$ cat src/hdl/tzhf_pkg.sv
`default_nettype none

package tzhf_pkg;

   // field widths
   localparam int unsigned TempWidth  = 10;
   localparam int unsigned DutyWidth  = 9;
   localparam int unsigned ZoneWidth  = 3;
   localparam int unsigned IndexWidth = 3;

   // quotient of every ramp is below 250, so eight divider steps suffice
   localparam int unsigned QuotWidth  = 8;
   localparam int unsigned ProdWidth  = TempWidth + QuotWidth;

   // duty constants
   localparam logic [DutyWidth-1:0] DUTY_FULL = 9'd499;
   localparam logic [DutyWidth-1:0] DUTY_MID  = 9'd249;
   localparam logic [QuotWidth-1:0] RAMP_HIGH = 8'd250;
   localparam logic [QuotWidth-1:0] RAMP_LOW  = 8'd249;

   // threshold reset values
   localparam logic [TempWidth-1:0] VERY_COLD_RESET    = 10'd41;
   localparam logic [TempWidth-1:0] COLD_RESET         = 10'd51;
   localparam logic [TempWidth-1:0] COMFORT_LOW_RESET  = 10'd61;
   localparam logic [TempWidth-1:0] COMFORT_HIGH_RESET = 10'd72;
   localparam logic [TempWidth-1:0] WARM_RESET         = 10'd82;
   localparam logic [TempWidth-1:0] HOT_RESET          = 10'd102;

   typedef enum logic [ZoneWidth-1:0] {
      ZONE_VERY_COLD    = 3'd0,
      ZONE_COLD         = 3'd1,
      ZONE_NEAR_COMFORT = 3'd2,
      ZONE_COMFORT      = 3'd3,
      ZONE_WARMING      = 3'd4,
      ZONE_WARM         = 3'd5,
      ZONE_HOT          = 3'd6
   } zone_type;

   typedef enum logic [IndexWidth-1:0] {
      CSR_VERY_COLD    = 3'd0,
      CSR_COLD         = 3'd1,
      CSR_COMFORT_LOW  = 3'd2,
      CSR_COMFORT_HIGH = 3'd3,
      CSR_WARM         = 3'd4,
      CSR_HOT          = 3'd5
   } csr_index_type;

   typedef struct packed {
      logic [TempWidth-1:0] very_cold;
      logic [TempWidth-1:0] cold;
      logic [TempWidth-1:0] comfort_low;
      logic [TempWidth-1:0] comfort_high;
      logic [TempWidth-1:0] warm;
      logic [TempWidth-1:0] hot;
   } limits_type;

   // data carried from cell to cell; word holds the unused dividend bits
   // on the left and the quotient bits gathered so far on the right
   typedef struct packed {
      zone_type             zone;
      logic [TempWidth-1:0] rem;
      logic [QuotWidth-1:0] word;
      logic [TempWidth-1:0] divisor;
   } div_data_type;

endpackage

`default_nettype wire

$ cat src/hdl/temp_zone_heater_fan_duty_core.sv
// Temperature zone to heater and fan duty mapper.
//
// Request channel (req_valid / req_ready / req_temp_sample) takes one 10-bit
// temperature sample per request. Response channel (rsp_valid / rsp_ready)
// returns the heater duty, the fan duty (0..499, 499 is full on) and the zone
// code for each request, in request order.
// Six thresholds are written through the csr_ port (index 0 very cold ..
// 5 hot); indexes 6 and 7 are ignored. csr_ready is always high. Write them
// only while no request is in flight.
// Pipeline: two front stages (zone compare, scaling multiply), eight
// restoring divider cells, one output register. Throughput is one request
// per cycle while rsp_ready is high; the divider is a row of cells that
// each retire one quotient bit.
// Reset returns the thresholds to 41, 51, 61, 72, 82, 102 and empties the
// pipeline. When rsp_ready is low the response holds; empty slots in the
// pipeline still fill, and req_ready drops only once every stage is full.
`default_nettype none

module temp_zone_heater_fan_duty_core (
   input  wire logic                                 clock,
   input  wire logic                                 reset,
   input  wire logic                                 csr_valid,
   output logic                                      csr_ready,
   input  wire logic [tzhf_pkg::IndexWidth-1:0]      csr_index,
   input  wire logic [tzhf_pkg::TempWidth-1:0]       csr_wdata,
   input  wire logic                                 req_valid,
   output logic                                      req_ready,
   input  wire logic [tzhf_pkg::TempWidth-1:0]       req_temp_sample,
   output logic                                      rsp_valid,
   input  wire logic                                 rsp_ready,
   output logic [tzhf_pkg::DutyWidth-1:0]            rsp_heater_pwm,
   output logic [tzhf_pkg::DutyWidth-1:0]            rsp_fan_pwm,
   output logic [tzhf_pkg::ZoneWidth-1:0]            rsp_zone
);

   localparam int unsigned Steps = tzhf_pkg::QuotWidth;

   tzhf_pkg::limits_type             limits_ff, limits_in;
   logic [Steps:0]                   chain_vld;
   logic [Steps:0]                   chain_ready;
   tzhf_pkg::div_data_type           chain_data [Steps+1];

   logic                             rsp_vld_ff, rsp_vld_in;
   logic [tzhf_pkg::DutyWidth-1:0]   heater_ff, heater_in;
   logic [tzhf_pkg::DutyWidth-1:0]   fan_ff, fan_in;
   tzhf_pkg::zone_type               zone_ff;
   logic                             out_ready;
   logic [tzhf_pkg::QuotWidth-1:0]   quot;

   // threshold registers
   assign csr_ready = 1'b1;

   always_comb begin
      limits_in = limits_ff;
      if (csr_valid) begin
         case (tzhf_pkg::csr_index_type'(csr_index))
            tzhf_pkg::CSR_VERY_COLD:    limits_in.very_cold    = csr_wdata;
            tzhf_pkg::CSR_COLD:         limits_in.cold         = csr_wdata;
            tzhf_pkg::CSR_COMFORT_LOW:  limits_in.comfort_low  = csr_wdata;
            tzhf_pkg::CSR_COMFORT_HIGH: limits_in.comfort_high = csr_wdata;
            tzhf_pkg::CSR_WARM:         limits_in.warm         = csr_wdata;
            tzhf_pkg::CSR_HOT:          limits_in.hot          = csr_wdata;
            default:                    limits_in = limits_ff;
         endcase
      end
   end

   always_ff @(posedge clock) begin
      if (reset) begin
         limits_ff.very_cold    <= tzhf_pkg::VERY_COLD_RESET;
         limits_ff.cold         <= tzhf_pkg::COLD_RESET;
         limits_ff.comfort_low  <= tzhf_pkg::COMFORT_LOW_RESET;
         limits_ff.comfort_high <= tzhf_pkg::COMFORT_HIGH_RESET;
         limits_ff.warm         <= tzhf_pkg::WARM_RESET;
         limits_ff.hot          <= tzhf_pkg::HOT_RESET;
      end else begin
         limits_ff <= limits_in;
      end
   end

   // zone compare and scaling
   tzhf_front u_front (
      .clock    (clock),
      .reset    (reset),
      .limits   (limits_ff),
      .up_vld   (req_valid),
      .up_temp  (req_temp_sample),
      .up_ready (req_ready),
      .dn_vld   (chain_vld[0]),
      .dn_data  (chain_data[0]),
      .dn_ready (chain_ready[0])
   );

   // divider row, one quotient bit per cell
   for (genvar i = 0; i < Steps; i++) begin : g_cell
      tzhf_div_cell u_cell (
         .clock    (clock),
         .reset    (reset),
         .up_vld   (chain_vld[i]),
         .up_data  (chain_data[i]),
         .up_ready (chain_ready[i]),
         .dn_vld   (chain_vld[i+1]),
         .dn_data  (chain_data[i+1]),
         .dn_ready (chain_ready[i+1])
      );
   end

   assign out_ready          = !rsp_vld_ff || rsp_ready;
   assign chain_ready[Steps] = out_ready;

   // map zone and quotient onto the two duties
   always_comb begin
      quot       = chain_data[Steps].word;
      heater_in  = '0;
      fan_in     = '0;
      rsp_vld_in = out_ready ? chain_vld[Steps] : rsp_vld_ff;
      case (chain_data[Steps].zone)
         tzhf_pkg::ZONE_VERY_COLD: heater_in = tzhf_pkg::DUTY_FULL;
         tzhf_pkg::ZONE_COLD:
            heater_in = tzhf_pkg::DUTY_FULL - tzhf_pkg::DutyWidth'(quot);
         tzhf_pkg::ZONE_NEAR_COMFORT: heater_in = tzhf_pkg::DutyWidth'(quot);
         tzhf_pkg::ZONE_WARMING:      fan_in    = tzhf_pkg::DutyWidth'(quot);
         tzhf_pkg::ZONE_WARM:
            fan_in = tzhf_pkg::DUTY_MID + tzhf_pkg::DutyWidth'(quot);
         tzhf_pkg::ZONE_HOT:          fan_in    = tzhf_pkg::DUTY_FULL;
         default: begin
            heater_in = '0;
            fan_in    = '0;
         end
      endcase
   end

   always_ff @(posedge clock) begin
      if (reset) begin
         rsp_vld_ff <= 1'b0;
      end else begin
         rsp_vld_ff <= rsp_vld_in;
      end
   end

   always_ff @(posedge clock) begin
      if (out_ready) begin
         heater_ff <= heater_in;
         fan_ff    <= fan_in;
         zone_ff   <= chain_data[Steps].zone;
      end
   end

   assign rsp_valid      = rsp_vld_ff;
   assign rsp_heater_pwm = heater_ff;
   assign rsp_fan_pwm    = fan_ff;
   assign rsp_zone       = zone_ff;

   // heater and fan never run together
   assert property (@(posedge clock) disable iff (reset)
      rsp_vld_ff |-> (heater_ff == '0) || (fan_ff == '0))
      else $error("heater and fan both on");

   assert property (@(posedge clock) disable iff (reset)
      rsp_vld_ff |-> (heater_ff <= tzhf_pkg::DUTY_FULL) && (fan_ff <= tzhf_pkg::DUTY_FULL))
      else $error("duty above full scale");

   assert property (@(posedge clock) disable iff (reset)
      rsp_vld_ff && (zone_ff == tzhf_pkg::ZONE_COMFORT) |-> (heater_ff == '0) && (fan_ff == '0))
      else $error("comfort zone with output on");

endmodule

`default_nettype wire

$ cat src/hdl/tzhf_front.sv
`default_nettype none

module tzhf_front (
   input  wire logic                                clock,
   input  wire logic                                reset,
   input  wire tzhf_pkg::limits_type                limits,
   input  wire logic                                up_vld,
   input  wire logic [tzhf_pkg::TempWidth-1:0]      up_temp,
   output logic                                     up_ready,
   output logic                                     dn_vld,
   output tzhf_pkg::div_data_type                   dn_data,
   input  wire logic                                dn_ready
);

   // stage A: zone decision, difference and divisor
   logic                                a_vld_ff, a_vld_in;
   tzhf_pkg::zone_type                  a_zone_ff, a_zone_in;
   logic [tzhf_pkg::TempWidth-1:0]      a_diff_ff, a_diff_in;
   logic [tzhf_pkg::TempWidth-1:0]      a_div_ff, a_div_in;
   logic                                a_high_ff, a_high_in;
   logic                                a_ready;

   // stage B: scaled dividend
   logic                                b_vld_ff, b_vld_in;
   tzhf_pkg::div_data_type              b_data_ff, b_data_in;
   logic                                b_ready;
   logic [tzhf_pkg::ProdWidth-1:0]      prod;
   logic [tzhf_pkg::QuotWidth-1:0]      ramp;

   assign b_ready  = !b_vld_ff || dn_ready;
   assign a_ready  = !a_vld_ff || b_ready;
   assign up_ready = a_ready;

   // priority compare of the sample against the thresholds
   always_comb begin
      a_vld_in  = a_ready ? up_vld : a_vld_ff;
      a_zone_in = tzhf_pkg::ZONE_HOT;
      a_diff_in = '0;
      a_div_in  = tzhf_pkg::TempWidth'(1);
      a_high_in = 1'b0;
      if (up_temp < limits.very_cold) begin
         a_zone_in = tzhf_pkg::ZONE_VERY_COLD;
      end else if (up_temp < limits.cold) begin
         a_zone_in = tzhf_pkg::ZONE_COLD;
         a_diff_in = up_temp - limits.very_cold;
         a_div_in  = limits.cold - limits.very_cold;
         a_high_in = 1'b1;
      end else if (up_temp < limits.comfort_low) begin
         a_zone_in = tzhf_pkg::ZONE_NEAR_COMFORT;
         a_diff_in = limits.comfort_low - up_temp;
         a_div_in  = limits.comfort_low - limits.cold;
      end else if (up_temp <= limits.comfort_high) begin
         a_zone_in = tzhf_pkg::ZONE_COMFORT;
      end else if (up_temp < limits.warm) begin
         a_zone_in = tzhf_pkg::ZONE_WARMING;
         a_diff_in = up_temp - limits.comfort_high;
         a_div_in  = limits.warm - limits.comfort_high;
      end else if (up_temp < limits.hot) begin
         a_zone_in = tzhf_pkg::ZONE_WARM;
         a_diff_in = up_temp - limits.warm;
         a_div_in  = limits.hot - limits.warm;
         a_high_in = 1'b1;
      end
   end

   // scale the difference by the ramp height
   always_comb begin
      ramp = a_high_ff ? tzhf_pkg::RAMP_HIGH : tzhf_pkg::RAMP_LOW;
      prod = {{tzhf_pkg::QuotWidth{1'b0}}, a_diff_ff}
           * {{tzhf_pkg::TempWidth{1'b0}}, ramp};
      b_vld_in          = b_ready ? a_vld_ff : b_vld_ff;
      b_data_in.zone    = a_zone_ff;
      b_data_in.rem     = prod[tzhf_pkg::ProdWidth-1:tzhf_pkg::QuotWidth];
      b_data_in.word    = prod[tzhf_pkg::QuotWidth-1:0];
      b_data_in.divisor = a_div_ff;
   end

   always_ff @(posedge clock) begin
      if (reset) begin
         a_vld_ff <= 1'b0;
         b_vld_ff <= 1'b0;
      end else begin
         a_vld_ff <= a_vld_in;
         b_vld_ff <= b_vld_in;
      end
   end

   always_ff @(posedge clock) begin
      if (a_ready) begin
         a_zone_ff <= a_zone_in;
         a_diff_ff <= a_diff_in;
         a_div_ff  <= a_div_in;
         a_high_ff <= a_high_in;
      end
      if (b_ready) begin
         b_data_ff <= b_data_in;
      end
   end

   assign dn_vld  = b_vld_ff;
   assign dn_data = b_data_ff;

   // the difference never exceeds the divisor (equal at the bottom of the
   // near-comfort ramp), which keeps the quotient in range
   assert property (@(posedge clock) disable iff (reset)
      a_vld_ff |-> (a_diff_ff <= a_div_ff))
      else $error("ramp difference above divisor");

   assert property (@(posedge clock) disable iff (reset)
      b_vld_ff |-> (b_data_ff.rem < b_data_ff.divisor))
      else $error("dividend exceeds quotient range");

   assert property (@(posedge clock) disable iff (reset)
      a_vld_ff && !b_ready |=> a_vld_ff)
      else $error("stalled request dropped in front stage");

endmodule

`default_nettype wire

$ cat src/hdl/tzhf_div_cell.sv
`default_nettype none

module tzhf_div_cell (
   input  wire logic                    clock,
   input  wire logic                    reset,
   input  wire logic                    up_vld,
   input  wire tzhf_pkg::div_data_type  up_data,
   output logic                         up_ready,
   output logic                         dn_vld,
   output tzhf_pkg::div_data_type       dn_data,
   input  wire logic                    dn_ready
);

   logic                             vld_ff, vld_in;
   tzhf_pkg::div_data_type           data_ff, data_in;
   logic [tzhf_pkg::TempWidth:0]     trial;
   logic [tzhf_pkg::TempWidth:0]     wide_div;
   logic [tzhf_pkg::TempWidth:0]     diff;
   logic                             ge;

   assign up_ready = !vld_ff || dn_ready;

   // one restoring step: shift in the next dividend bit, try a subtract
   always_comb begin
      trial    = {up_data.rem, up_data.word[tzhf_pkg::QuotWidth-1]};
      wide_div = {1'b0, up_data.divisor};
      diff     = trial - wide_div;
      ge       = (trial >= wide_div);
      data_in.zone    = up_data.zone;
      data_in.divisor = up_data.divisor;
      data_in.rem     = ge ? diff[tzhf_pkg::TempWidth-1:0]
                           : trial[tzhf_pkg::TempWidth-1:0];
      data_in.word    = {up_data.word[tzhf_pkg::QuotWidth-2:0], ge};
      vld_in          = up_ready ? up_vld : vld_ff;
   end

   always_ff @(posedge clock) begin
      if (reset) begin
         vld_ff <= 1'b0;
      end else begin
         vld_ff <= vld_in;
      end
   end

   always_ff @(posedge clock) begin
      if (up_ready) begin
         data_ff <= data_in;
      end
   end

   assign dn_vld  = vld_ff;
   assign dn_data = data_ff;

   // partial remainder always stays below the divisor
   assert property (@(posedge clock) disable iff (reset)
      vld_ff |-> (data_ff.rem < data_ff.divisor))
      else $error("partial remainder not below divisor");

   assert property (@(posedge clock) disable iff (reset)
      vld_ff && !dn_ready |=> vld_ff && $stable(data_ff))
      else $error("stalled cell lost its contents");

endmodule

`default_nettype wire
$ cat config.mk
export PLATFORM = sky130hd
export DESIGN_NAME = temp_zone_heater_fan_duty_core
export DESIGN_NICKNAME = d
export VERILOG_FILES = /design/src/hdl/tzhf_pkg.sv /design/src/hdl/temp_zone_heater_fan_duty_core.sv /design/src/hdl/tzhf_front.sv /design/src/hdl/tzhf_div_cell.sv
export SDC_FILE = /design/constraint.sdc
export NUM_CORES = 1
export LEC_CHECK = 0
export BUFFER_PORTS_ARGS = -buffer_cell sky130_fd_sc_hd__buf_4
export CAP_MARGIN = 25
export CORE_UTILIZATION = 60
export CTS_CLUSTER_DIAMETER = 200
export CTS_CLUSTER_SIZE = 24
export DETAILED_ROUTE_END_ITERATION = 12
export PLACE_DENSITY = 0.84
export SLEW_MARGIN = 20
export SYNTH_ARGS = -nofsm -noshare
export SYNTH_HDL_FRONTEND = slang
export SYNTH_SLANG_ARGS = --single-unit
$ cat constraint.sdc
create_clock -name clock -period 20.2 [get_ports clock]
set_clock_uncertainty 0.1 [all_clocks]
set_input_delay 6.06 -clock clock [delete_from_list [all_inputs] [get_ports clock]]
set_output_delay 6.06 -clock clock [all_outputs]
set_load 0.005 [all_outputs]
==> results of run 1 <==
-- cell usage after synthesis, types with 15 or more instances --
master | instances | area (um2)
nor2_1 | 152 | 571
a21o_1 | 38 | 285
mux2_2 | 51 | 574
a21oi_1 | 128 | 641
xor2_1 | 19 | 166
a211o_1 | 15 | 131
nor2b_1 | 54 | 338
ha_1 | 224 | 2800
o21a_1 | 17 | 128
nand3_1 | 27 | 135
edfxtp_1 | 304 | 9130
and2_1 | 16 | 100
clkbuf_1 | 27 | 101
dfxtp_1 | 71 | 1420
nor3_1 | 45 | 225
nand2_1 | 144 | 541
xnor2_1 | 105 | 920
o21ai_0 | 90 | 450
inv_1 | 258 | 968
nand4_1 | 20 | 125
fa_1 | 51 | 1020
mux2i_1 | 24 | 240
and3_1 | 15 | 93.8
-- layout by cell type (no fill, tap or decap), types with 16 or more instances in the layout --
cell type  count
nor2b_1       54
buf_4         55
clkbuf_16     19
nor3_1        45
nand4_1       20
xor2_1        19
a21oi_1      128
inv_1        256
edfxtp_1     304
dfxtp_1       71
xnor2_1      105
nand2_1      144
and2_1        16
ha_1         224
mux2_2        51
nor2_1       150
o21a_1        17
a21o_1        38
fa_1          51
mux2i_1       24
o21ai_0       90
nand3_1       27
-- worst min-delay path by stage --
stage                                           start                                      to  slack (ns)  cells after the start
2_1_floorplan           u_front.dn_data[10]$_DFFE_PP_  g_cell[0].u_cell.dn_data[11]$_DFFE_PP_        0.30                      0
3_3_place_gp   g_cell[6].u_cell.dn_data[16]$_DFFE_PP_  g_cell[7].u_cell.dn_data[17]$_DFFE_PP_        0.30                      0
3_5_place_dp   g_cell[4].u_cell.dn_data[13]$_DFFE_PP_  g_cell[5].u_cell.dn_data[14]$_DFFE_PP_        0.30                      0
4_1_cts                 u_front.dn_data[10]$_DFFE_PP_  g_cell[0].u_cell.dn_data[11]$_DFFE_PP_        0.32                      0
5_1_grt        g_cell[5].u_cell.dn_data[11]$_DFFE_PP_  g_cell[6].u_cell.dn_data[12]$_DFFE_PP_        0.33                      0
6_report                u_front.dn_data[10]$_DFFE_PP_  g_cell[0].u_cell.dn_data[11]$_DFFE_PP_        0.32                      0
-- metrics by stage --
stage,power [W],setup slack [ns]
2_1_floorplan,0.00252,4.98
3_3_place_gp,0.00283,5.52
3_5_place_dp,0.00291,5.46
4_1_cts,0.00334,5.45
5_1_grt,0.00358,5.13
6_report,0.00333,5.40
-- per-layer routing --
layer	up-vias	wire, um	track usage [%]
met4	0	1570	8.13
met2	455	23600	44.4
li1	7587	-	-
met1	7520	20100	32.1
met3	102	2730	2.78
met5	-	0	0
-- power by group --
part / total, W / switching (W) / leakage [nW] / internal, W
clock: 0.000415 / 0.000235 / 0.259 / 0.000181
sequential: 0.00126 / 0.000110 / 3.92 / 0.00115
combinational: 0.00166 / 0.000877 / 5.86 / 0.000779
-- worst reg2reg max path, cell delays in order, from the launching register on --
cell and delay [ns]:
edfxtp_1 0.57, fa_1 0.67, xor2_1 0.17, ha_1 0.28, fa_1 0.54, inv_1 0.06
fa_1 0.53, inv_1 0.04, ha_1 0.33, o21a_1 0.14, a21oi_1 0.21, o31ai_1 0.15
a211o_1 0.30, a31o_2 0.23, a21oi_1 0.17, xnor2_1 0.11
-- registers in the layout, summed over array words and instances (netlist names), 3 cells and up --
| register | flops |
|---|---|
| g_cell.u_cell.dn_data | 228 |
| rsp_fan_pwm | 9 |
| u_front.a_zone_ff | 3 |
| u_front.a_diff_ff | 10 |
| u_front.dn_data | 31 |
| u_front.a_div_ff | 10 |
| rsp_heater_pwm | 9 |
| g_cell.u_cell.dn_vld | 8 |
| rsp_zone | 3 |
| limits_ff | 60 |
-- cell type report --
| type | instances | share of cell area, % |
|---|---|---|
| clock inverters | 2 | 0.0821 |
| clock buffers | 31 | 2.13 |
| multi-input cells | 1449 | 46.0 |
| flip-flops and latches | 375 | 43.3 |
| well taps | 511 | 2.62 |
| repair buffers | 59 | 1.90 |
| inverters | 258 | 3.97 |
-- cells by family (layout without fill, tap and decap cells) --
group	Yosys count	count (layout)
other cells	2	4
buf+inv	293	350
xor+xnor	124	124
mux	75	75
fa+ha+maj	275	275
flops	375	375
simple gates	541	541
compound gates	430	430
==> flow_metrics.tcl, run 1 <==
set metrics [dict create \
    nets 2465 \
    worstPathArrival_ns 8.64 \
    dieHeight_um 197 \
    grt_pass1_vias 15544 \
    gp_congestion 0.947 \
    num_vias 15664 \
    max_stage_delay_ns 0.42 \
    die-area_mm2 0.0389 \
    min_path_type "flip-flop to flip-flop" \
    power.leakage_nw 10.0 \
    critical_path.most_common_cell "buf_4" \
    vdd_drop_max_v 0.000136 \
    coreArea_mm2 0.0376 \
    place_inst 2652 \
    die-width_um 197 \
    finalSetupViolations 0 \
    rsz0062_at_grt "false" \
    max_slew_margin_pct 34.4 \
    num-fill-cells 2834 \
    yosys.area_share.simple_pct 11.5 \
    routed_wl_um 48000 \
    endpoint_kind "output port" \
    crit_type "input port to output port" \
    powerDensity_mw_per_mm2 137 \
    design_area_mm2 0.0244 \
    final_cells 2685 \
    cts.path.max_buffers 3 \
    synthFlopType "edfxtp_1" \
    crit_fanout 33 \
    grt_overflow_total 0 \
    crit_cells 10 \
    ant_nets 0 \
    drt_iter0_markers 1290 \
    cp_top_family "simple AND/OR/NAND/NOR gates" \
    placementRows 71 \
    regArea_mm2 0.0106 \
    multiInputGateArea_mm2 0.0112 \
    reg2reg_slack_ns 15.35 \
    finalMaxSlewViolations 0 \
    drtPass1Iterations 5 \
    cts_tree "yes" \
    status "finished, final reports clean" \
    cts-resized-gates 0 \
    clk_pin_slew_ns 0.09 \
    synth_area_mm2 0.0229 \
    startpoint "rsp_ready" \
    ys_warn_count 0 \
    synthAdderAreaFrac_pct 16.7 \
    synth_mux_area_share_pct 3.56 \
    min_period_ns 14.80 \
    hold_slack_ns 0.317 \
    ys_ff_latch 375 \
    reg2regPathDepth 15 \
    drv_cap 0 \
    synth_compound_area_share_pct 12.4 \
    crit_buf_inv 4 \
    rr_endpoint "u_front.dn_data[27]$_DFFE_PP_" \
    postCtsSetupBuffers 0 \
    drive_above_1_share_pct 7.77 \
    fin_crit_sh_pct 73.3 \
    diodes 0 \
    track_usage_pct 25.1 \
    totalNegativeSetupSlack_ns 0 \
    timing.fmax_mhz 67.6 \
    critical_path.slowest_cell "nor2_1" \
    numCtsBuffers 19 \
    ys_seq_area_share_pct 46.1 \
    start_kind "input port" \
    hold_viol 0 \
    place_hpwl_um 37800 \
    io-pin-count 52 \
    antenna_found_initial 0 \
    viasPerCell 5.83 \
    fin_util_pct 64.9 \
    areaGrowthSynthToFinish_pct 6.61 \
    ys_async_sr_fraction_pct 0 \
    syn_area_per_cell_um2 10.8 \
    drc 0 \
    clock-root-buffer "clkbuf_16" \
    cts-hold-fix-buffers 0 \
    io_buffer_count 50 \
    netlist_instances 2115 \
    crit_chain "buf_4 > nor2b_1 > nand2_1 > nor2_1 > nand3_1 > buf_4 > nor2_1 > nand4_1 > buf_4 > buf_4" \
    r2r-start "u_front.a_diff_ff[0]$_SDFFCE_PP0P_" \
    synth_edf_count 304 \
    crit_end "req_ready" \
    synth_top_family_by_area "adder cells" \
    worst_pin_slew_ns 0.982 \
    grt_max_degree 72 \
    synth-xor-area-share_pct 4.75 \
    dpl_cell_area_mm2 0.0238 \
    synth.distinct_cells 75 \
    worstSkewPairLatency_ns 0.53 \
    htree_num_levels 1 \
    worstPathRequired_ns 14.04 \
    grt_pass1_wl_um 77500 \
    initial_core_util_pct 60.9 \
    avgRoutedWirePerCell_um 17.9 \
    cts_sinks 375 \
]
No activity file was read; power rests on OpenSTA's default activity.
==> run 2, diff against run 1 <==
ABC_AREA = 1   (was default)
CORE_UTILIZATION = 58   (was 60)
PLACE_DENSITY = 0.85   (was 0.84)
clock period = 11.9 ns   (was 20.2 ns; I/O delays follow)
==> flow_metrics.tcl, run 2 <==
set metrics [dict create \
    status "finished, final reports clean" \
    drc 0 \
    start_kind "input port" \
    startpoint "rsp_ready" \
    worstSkewPairLatency_ns 0.55 \
    ys_warn_count 0 \
    ys_async_sr_fraction_pct 0 \
    io_buffer_count 50 \
    ant_nets 0 \
    clock-root-buffer "clkbuf_16" \
    seq_power_share_pct 36.7 \
    track_usage_pct 26.3 \
    ys_ff_latch 375 \
    crit_type "input port to output port" \
    cts-hold-fix-buffers 0 \
    critical_path.most_common_cell "buf_4" \
    dr_wl_met2_um 26800 \
    crit_chain "buf_4 > inv_1 > nand4_2 > nor2_4 > nand4_2 > buf_4 > nor2_2 > nand2_2 > nor2_4 > nand2_1 > buf_4" \
    num-fill-cells 3235 \
    grt_max_degree 60 \
    endpoint_kind "output port" \
    max_slew_margin_pct 44.2 \
    diodes 0 \
    placementRows 73 \
    totalNegativeSetupSlack_ns 0 \
    critical_path.slowest_cell "nand2_2" \
    drt_iter0_markers 1333 \
    drive_above_1_share_pct 4.51 \
    drtPass1Iterations 8 \
    synth.distinct_cells 47 \
    largest_reg_flops 228 \
    finalSetupViolations 0 \
    nets 2951 \
    hold_viol 0 \
    crit_buf_inv 4 \
    numCtsBuffers 19 \
    top_layer "met4" \
    fin_crit_sh_pct 78.9 \
    ys_seq_area_share_pct 44.8 \
    die-area_mm2 0.0415 \
    synth.most_common_cell "nand2_1" \
    r2r-start "u_front.a_diff_ff[3]$_SDFFCE_PP0P_" \
    p_comb_share_pct 51.5 \
    num_vias 17737 \
    cts_tree "yes" \
    min_period_ns 9.39 \
    powerDensity_mw_per_mm2 242 \
    avgRoutedWirePerCell_um 16.8 \
    cts.path.max_buffers 3 \
    synth_edf_count 304 \
    dieHeight_um 204 \
    vdd_drop_max_v 0.000261 \
    final_cells 3186 \
    gp_congestion 0.988 \
    synth.top_cell.area_share_pct 38.7 \
    synth_area_mm2 0.0236 \
    syn_area_per_cell_um2 9.05 \
    crit_fanout 33 \
    routed_wl_um 53400 \
    p_clk_share_pct 11.7 \
    mostFrequentLayoutCells "482 x nand2_1, 446 x inv_1, 304 x edfxtp_1" \
    wl_met3_um 3230 \
    timing.fmax_mhz 106 \
    power.switching_w 0.00251 \
    viasPerCell 5.57 \
    drv_cap 0 \
    layout_commonest_cell "nand2_1" \
    initial_core_util_pct 59.1 \
    grt_pass1_vias 17789 \
    netlist_instances 2606 \
    min_path_type "flip-flop to flip-flop" \
    place_inst 3151 \
    postCtsSetupBuffers 0 \
    cp_top_family "simple AND/OR/NAND/NOR gates" \
    die-width_um 204 \
    yosysTopAreaCell "edfxtp_1" \
    power.internal_w 0.00356 \
    grt_pass1_wl_um 86400 \
    synth_common_cells "482 x nand2_1, 448 x inv_1, 304 x edfxtp_1" \
    worst_pin_slew_ns 0.835 \
    cts-resized-gates 0 \
    finalMaxSlewViolations 0 \
    worstPathArrival_ns 5.72 \
    worstPathRequired_ns 8.23 \
    areaGrowthSynthToFinish_pct 6.38 \
    synth_area_leaders "edfxtp_1 39%, ha_1 12%, nand2_1 7.7%" \
    max_stage_delay_ns 0.46 \
    wl_met1_um 21200 \
    clk_pin_slew_ns 0.10 \
    place_hpwl_um 42100 \
    cts_sinks 375 \
    min_from "g_cell[0].u_cell.dn_data[28]$_DFFE_PP_" \
    grt_overflow_total 0 \
    power.leakage_nw 11.6 \
    coreArea_mm2 0.0399 \
    antenna_found_initial 0 \
    switching_share_pct 41.4 \
    synthFlopType "edfxtp_1" \
    htree_num_levels 1 \
    rsz0062_at_grt "false" \
    io-pin-count 52 \
]
-- run 2: cell type report --
| type | count | area (um2) | share of cell area [%] |
|---|---|---|---|
| clock inverters | 2 | 20.0 | 0.0798 |
| repair buffers | 61 | 505 | 2.02 |
| multi-input cells | 1738 | 11100 | 44.3 |
| inverters | 453 | 1700 | 6.79 |
| clock buffers | 32 | 524 | 2.09 |
| well taps | 525 | 657 | 2.62 |
| flip-flops and latches | 375 | 10600 | 42.1 |
-- run 2: cells by family (layout without fill, tap and decap cells) --
logic type / after synthesis / count (layout) / synth area share (%)
compound gates: 479 / 479 / 11.1
xor+xnor: 115 / 115 / 4.27
fa+ha+maj: 275 / 275 / 16.2
buf+inv: 495 / 548 / 8.11
flops: 375 / 375 / 44.8
other cells: 2 / 4 / 0.0319
simple gates: 865 / 865 / 15.5
-- run 2: through the flow --
stage	cell area [um2]	total power (W)	hold slack [ns]	util (%)	setup slack, ns
4_1_cts	25100	0.00609	0.322	62.8	2.49
2_1_floorplan	23600	0.00461	0.300	-	1.55
3_3_place_gp	24500	0.00521	0.302	61.3	2.61
6_report	25100	0.00607	0.313	62.8	2.51
5_1_grt	25100	0.00661	0.329	62.8	2.28
3_5_place_dp	24500	0.00537	0.305	61.4	2.52
-- run 2: path summary, 6_finish.rpt --
path,cells past startpoint,slack [ns],endpoint
hold reg to reg,0,0.31,g_cell[1].u_cell.dn_data[28]$_DFFE_PP_
setup reg to reg,16,7.34,u_front.dn_data[27]$_DFFE_PP_
setup / recovery,11,2.51,req_ready
hold / removal,0,0.31,g_cell[1].u_cell.dn_data[28]$_DFFE_PP_
-- run 2: layer usage --
layer  vias up  track usage [%]
li1       8771                -
met1      8275             31.3
met2       550             48.4
met3       141             2.99
met4         0             9.85
met5         -                0
-- run 2: power groups by stage --
stage                     clock [W]  combinational (W)  sequential [W]
after floorplan                   0            0.00245         0.00216
after global placement            0            0.00297         0.00224
after detailed placement          0            0.00310         0.00227
after CTS                  0.000727            0.00313         0.00223
after global routing       0.000766            0.00357         0.00227
final                      0.000712            0.00313         0.00223
